`src/rtl/sbpq_pkg.sv`:
```
package sbpq_pkg;

  localparam int unsigned BUF_DEPTH = 1024;
  localparam int unsigned IW = $clog2(BUF_DEPTH);
  localparam int unsigned SW = $clog2(BUF_DEPTH + 1);
  localparam int unsigned AW = $clog2(3 * BUF_DEPTH);
  localparam int unsigned WORD_W = 40;

  typedef logic [IW-1:0] idx_t;
  typedef logic [SW-1:0] size_t;
  typedef logic [AW-1:0] addr_t;
  typedef logic [WORD_W-1:0] word_t;

  localparam logic [SW:0] DEPTH_W = (SW + 1)'(BUF_DEPTH);
  localparam idx_t LAST_IDX = IW'(BUF_DEPTH - 1);

  localparam logic KIND_PUSH = 1'b0;
  localparam logic KIND_POP = 1'b1;

  localparam logic [1:0] ROLE_TOP = 2'd0;
  localparam logic [1:0] ROLE_MID = 2'd1;
  localparam logic [1:0] ROLE_BOT = 2'd2;
  localparam logic [5:0] ROLES_RESET = 6'b10_01_00;

  typedef struct packed {
    logic in_ready;
    logic load;
    logic decode;
    logic chk_step;
    logic set_ovf;
    logic sl_setup;
    logic cp_rd;
    logic cp_wr;
    logic sl_end;
    logic push_wr;
    logic pop_rd;
    logic res_load;
  } cmd_t;

  typedef struct packed {
    logic is_pop;
    logic chk_done;
    logic step_bad;
    logic fit;
    logic sl_zero;
    logic sl_last;
    logic cp_zero;
    logic out_free;
    logic [5:0] roles;
    logic [2:0][SW-1:0] sizes;
  } sts_t;

  // Reduces a value below twice the depth into the ring range.
  function automatic idx_t wrap(logic [SW:0] x);
    logic [SW:0] r;
    r = (x >= DEPTH_W) ? (x - DEPTH_W) : x;
    return r[IW-1:0];
  endfunction

  function automatic idx_t inc(idx_t x);
    return (x == LAST_IDX) ? '0 : (x + 1'b1);
  endfunction

  function automatic addr_t phys_addr(logic [1:0] phys, idx_t idx);
    addr_t a;
    case (phys)
      2'd0: a = AW'(idx);
      2'd1: a = AW'(BUF_DEPTH) + AW'(idx);
      default: a = AW'(2 * BUF_DEPTH) + AW'(idx);
    endcase
    return a;
  endfunction

  function automatic logic [1:0] role_field(logic [5:0] roles, logic [1:0] role);
    logic [1:0] f;
    case (role)
      ROLE_TOP: f = roles[1:0];
      ROLE_MID: f = roles[3:2];
      default: f = roles[5:4];
    endcase
    return f;
  endfunction

endpackage

```
`src/rtl/sbpq_ctrl.sv`:
```
module sbpq_ctrl import sbpq_pkg::*; (
  input  logic clk_i,
  input  logic rst_ni,
  input  logic in_valid_i,
  input  sts_t sts_i,
  output cmd_t cmd_o
);

  typedef enum logic [3:0] {
    S_IDLE, S_DECODE, S_CHECK, S_SL_SETUP, S_CP_RD, S_CP_WR, S_SL_END,
    S_APPEND, S_POP, S_RES
  } state_e;

  state_e state_q, state_d;

  always_comb begin
    cmd_o = '0;
    state_d = state_q;
    case (state_q)
      S_IDLE: begin
        cmd_o.in_ready = 1'b1;
        if (in_valid_i) begin
          cmd_o.load = 1'b1;
          state_d = S_DECODE;
        end
      end
      S_DECODE: begin
        cmd_o.decode = 1'b1;
        state_d = sts_i.is_pop ? S_POP : S_CHECK;
      end
      S_CHECK: begin
        if (!sts_i.chk_done) begin
          if (sts_i.step_bad) begin
            cmd_o.set_ovf = 1'b1;
            state_d = S_RES;
          end else begin
            cmd_o.chk_step = 1'b1;
          end
        end else if (sts_i.fit) begin
          state_d = sts_i.sl_zero ? S_APPEND : S_SL_SETUP;
        end else begin
          cmd_o.set_ovf = 1'b1;
          state_d = S_RES;
        end
      end
      S_SL_SETUP: begin
        cmd_o.sl_setup = 1'b1;
        state_d = S_CP_RD;
      end
      S_CP_RD: begin
        if (sts_i.cp_zero) begin
          state_d = S_SL_END;
        end else begin
          cmd_o.cp_rd = 1'b1;
          state_d = S_CP_WR;
        end
      end
      S_CP_WR: begin
        cmd_o.cp_wr = 1'b1;
        state_d = S_CP_RD;
      end
      S_SL_END: begin
        cmd_o.sl_end = 1'b1;
        state_d = sts_i.sl_last ? S_APPEND : S_SL_SETUP;
      end
      S_APPEND: begin
        cmd_o.push_wr = 1'b1;
        state_d = S_RES;
      end
      S_POP: begin
        cmd_o.pop_rd = 1'b1;
        state_d = S_RES;
      end
      S_RES: begin
        if (sts_i.out_free) begin
          cmd_o.res_load = 1'b1;
          state_d = S_IDLE;
        end
      end
      default: state_d = S_IDLE;
    endcase
  end

  always_ff @(posedge clk_i or negedge rst_ni) begin
    if (!rst_ni) begin
      state_q <= S_IDLE;
    end else begin
      state_q <= state_d;
    end
  end

endmodule

```
`config.mk`:
```
export PLATFORM = sky130hd
export DESIGN_NAME = sbpq_ctrl
export DESIGN_NICKNAME = d
export VERILOG_FILES = /design/src/rtl/sbpq_pkg.sv /design/src/rtl/sbpq_ctrl.sv
export SDC_FILE = /design/constraint.sdc
export NUM_CORES = 1
export LEC_CHECK = 0
export BUFFER_PORTS_ARGS = -buffer_cell sky130_fd_sc_hd__buf_2
export CORE_MARGIN = 10
export CORE_UTILIZATION = 33
export CTS_BUF_LIST = sky130_fd_sc_hd__clkbuf_8
export DETAILED_ROUTE_END_ITERATION = 7
export MAX_ROUTING_LAYER = met4
export PLACE_DENSITY = 0.87
export SLEW_MARGIN = 30
export SYNTH_ARGS = -nofsm -noshare
export SYNTH_HDL_FRONTEND = slang
export SYNTH_SLANG_ARGS = --single-unit
```
`constraint.sdc`:
```
create_clock -name clk_i -period 3.25 [get_ports clk_i]
set_clock_uncertainty 0.05 [all_clocks]
set_input_delay 0.4875 -clock clk_i [delete_from_list [all_inputs] [get_ports clk_i]]
set_output_delay 0.4875 -clock clk_i [all_outputs]
set_load 0.005 [all_outputs]
```
### Word level (Yosys, flattened, before mapping)

Index checks and enable logic that the tools add are counted.

* eq/ne operators: 12
* muxes and demuxes: 28
* reductions and logical operators: 4

Operator list (number)
* 4-bit case mux with 8 select lines: 1
* 4-bit two-way mux: 6
* 4-bit by 3-bit equality test with 1-bit output (second input constant): 4
* 1-bit two-way mux: 16
* 4-bit by 2-bit equality test with 1-bit output (second input constant): 2
* 4-bit equality test (second input constant): 2
* 2-bit two-way mux: 3
* 3-bit two-way mux: 2
* 4-bit by 1-bit equality test with 1-bit output (second input constant): 1
* 4-bit logical NOT: 1
* 2-bit inequality test (second input constant): 2
* 2-bit OR reduction: 2
* 3-bit inequality test (second input constant): 1
* 3-bit AND reduction: 1

* register bits after elaboration: 4
* input bits: 50
* output and inout port bits: 12
* logic and storage cells: 45

### Depth between registers and ports, before layout

* depth after elaboration: 4
* gate-level depth with buffers: 5
* gate-level depth less buffers: 4

### Worst setup path before layout

No wires, ideal clock.

* path kind: flip-flop to output port
* from: reg state_q[0]
* to: out cmd_o[8] (netlist bit)
* data arrival time: 1.061 ns
* required time: 2.712 ns
* slack: 1.652 ns
* cell stages (with the launch flop): 4
* path buffers: 0
* cell sequence: dfrtp_1 > nand2b_1 > or3_4 > nor3_1

RTL lines
* start: declaration: RTL line sbpq_ctrl.sv:14 `state_e state_q, state_d;`
* start signal: assignment: RTL line sbpq_ctrl.sv:88 `state_q <= state_d;`
* end: declaration: RTL line sbpq_ctrl.sv:6 `output cmd_t cmd_o`

==> impl_metrics.toml <==
[status]
status = "finished, final reports clean"

[job]
drv_cap = 0

[sta]
worst-slew-pin-transition_ns = 0.439
slew_headroom = 0.707
setup_viol = 0
rsz0062_at_grt = "false"
timing.final.crit_share = 0.660
layout_min_cycle_time_ns = 2.15
setup_tns_ns = 0
timing.fmax_mhz = 466
hold_violations = 0
finalMaxSlewViolations = 0

[final_layout]
drive_gt1_frac = 0.383
top_register = "state_q"
diodes = 0
num-nets-final = 133
layoutNonFillerInstCount = 96
area_growth_pct = 32.3
largest_reg_flops = 4
top_regs = "state_q: 4 flops"

[clocking]
cts_resized = 0
h-tree-depth = 1
cts_made_buffers = 3
numClockSinks = 4
cts_hold_buf = 0
worstSkewPairLatency_ns = 0.22
cts_setup_buffers = 0
cts_tree = "built"
cts_buffer_depth = 2
root_buffer = "clkbuf_8"
clkTransAtPathRegs_ns = 0.03

[setup_path]
crit_required_ns = 2.71
cp-end-kind = "primary output"
rr_endpoint = "state_q[1]$_DFFE_PN0P_"
worst-path-max-fanout = 14
r2r_setup_slack_ns = 1.79
worstPathArrival_ns = 1.61
cp-start-kind = "flip-flop"
critPathBufInv = 1
slowest_delay_ns = 0.52
r2r_start = "state_q[0]$_DFFE_PN0P_"
path_delay_family = "simple AND/OR/NAND/NOR gates"
r2r_cells = 4
crit_slowest_cell = "dfrtp_1"
crit_chain = "nand2b_1, or3_4, nor3_1, buf_2"
crit_type = "flip-flop to primary output"

[drt]
drt_pre_antenna_iters = 4
viasPerCell = 5.17
drtAntennaViolNets = 0
via_count = 496
first_iter_violations = 8
drc_errors = 0
totalWireLength_um = 1170
routedWlPerCell_um = 12.2

[pwr]
peakVddDrop_v = 0.000210
power_density_mw_per_mm2 = 825
power.leakage_nw = 0.288

[floorplan]
chipHeight_um = 56.4
start_util = 0.345
num_rows = 13
ios = 62
die_w_um = 56.4
die-area_sq_mm = 0.00318
coreArea_sq_mm = 0.00127

[logic_synthesis]
ys_types = 30
synth_area_leader_cell = "dfrtp_1"
ys_top_cells_by_area = "dfrtp_1 (23%), nor3_1 (6.9%), nor2_1 (6.0%)"
synth_top_area_frac = 0.229
avgSynthCellArea_sq_um = 7.30
netlist_area_sq_um = 438
ys_seq_area_frac = 0.229
synthCells = 60
synthesis.nets = 110
yosys_warnings = 0
synth_seq_cells = 4

[place]
portBuffers = 22
routabilityCongestion = 0.782
dp_hpwl_um = 910
placed_cells = 93

[global_routing]
use_met3 = 0.0157
antenna_found_initial = 0
grt-ovfl-total = 0
grt_pass1_wl_um = 1870
grt_max_degree = 16
track_usage = 0.0712
use_met1 = 0.0784
grt_util_met2 = 0.110
grt_pass1_vias = 465
grt_most_used_layer = "met2"

[hold_path]
hold_class = "primary input to async pin"
-- layout make-up --
type / instances / area, sq um
Timing Repair Buffer: 22 / 110
Multi-Input combinational cell: 47 / 290
Inverter: 5 / 18.8
Sequential cell: 4 / 100
Fill cell: 138 / 689
Tap cell: 15 / 18.8
Clock buffer: 3 / 41.3
-- synth_stat cells --
library cell / instances
o21ai_0: 1
nand2_1: 4
buf_6: 1
buf_4: 1
or2b_1: 1
inv_2: 1
inv_1: 4
nor2b_2: 1
o32ai_1: 1
nor4_2: 1
nor3b_1: 1
buf_2: 2
a221o_1: 1
a31oi_1: 1
a32oi_1: 1
or3_4: 1
nor4_1: 1
nand2b_1: 4
nor2_1: 7
and2_1: 2
o21ai_1: 4
or3_1: 1
dfrtp_1: 4
a21oi_1: 3
nor2b_1: 1
mux2i_1: 1
nor3_1: 6
o22ai_2: 1
or3b_1: 1
nor3_2: 1
-- cells by family (layout without fill, tap and decap cells) --
family,after synthesis,count (layout),synth area share
compound gates,13,13,0.197
simple gates,33,33,0.443
mux,1,1,0.0229
buf+inv,9,30,0.109
flops,4,4,0.229
-- how the worst max path moves through the flow --
stage | start | endpoint | depth (start not counted)
floorplan | state_q[0]$_DFFE_PN0P_ | cmd_o[8] | 3
global placement | state_q[0]$_DFFE_PN0P_ | cmd_o[8] | 4
detailed placement | state_q[0]$_DFFE_PN0P_ | cmd_o[8] | 4
CTS | state_q[0]$_DFFE_PN0P_ | cmd_o[8] | 4
global route | state_q[0]$_DFFE_PN0P_ | cmd_o[8] | 4
finish | state_q[0]$_DFFE_PN0P_ | cmd_o[8] | 4
-- through the flow --
stage / utilization / power [mW] / setup slack [ns] / hold slack, ns / area [sq um]
2_1_floorplan: - / 0.319 / 1.65 / 0.142 / 438
3_3_place_gp: 0.424 / 0.370 / 1.34 / 0.241 / 538
3_5_place_dp: 0.424 / 0.377 / 1.32 / 0.245 / 538
4_1_cts: 0.457 / 0.486 / 1.08 / 0.0123 / 579
5_1_grt: 0.457 / 0.525 / 0.949 / 0.0159 / 579
6_report: 0.457 / 0.478 / 1.10 / 0.0138 / 579
-- cells in the final DEF, fill, tap and decap left out, types with 2 or more instances in the layout --
cell type | Yosys | final
a21oi_1 | 3 | 3
and2_1 | 2 | 2
buf_2 | 2 | 22
clkbuf_8 | 0 | 3
dfrtp_1 | 4 | 4
inv_1 | 4 | 4
nand2_1 | 4 | 4
nand2b_1 | 4 | 4
nor2_1 | 7 | 7
nor3_1 | 6 | 6
o21ai_1 | 4 | 4
-- routing by layer --
layer | wire [um] | part of all wire
met1 | 586 | 0.50
met5 | 0 | 0
met2 | 501 | 0.43
met3 | 54 | 0.046
met4 | 24 | 0.021
-- worst register-to-register path, delay by kind of cell (launching register included) --
family          cells  cell delay, ns
simple gates        3            0.71
flops               1            0.52
compound gates      1            0.11
-- where the power goes --
part / switching [mW] / internal [mW]
clock network: 0.0266 / 0.0790
logic: 0.111 / 0.118
registers: 0.0723 / 0.0706
total: 0.210 / 0.268
Power figures use the tool's default switching activity.
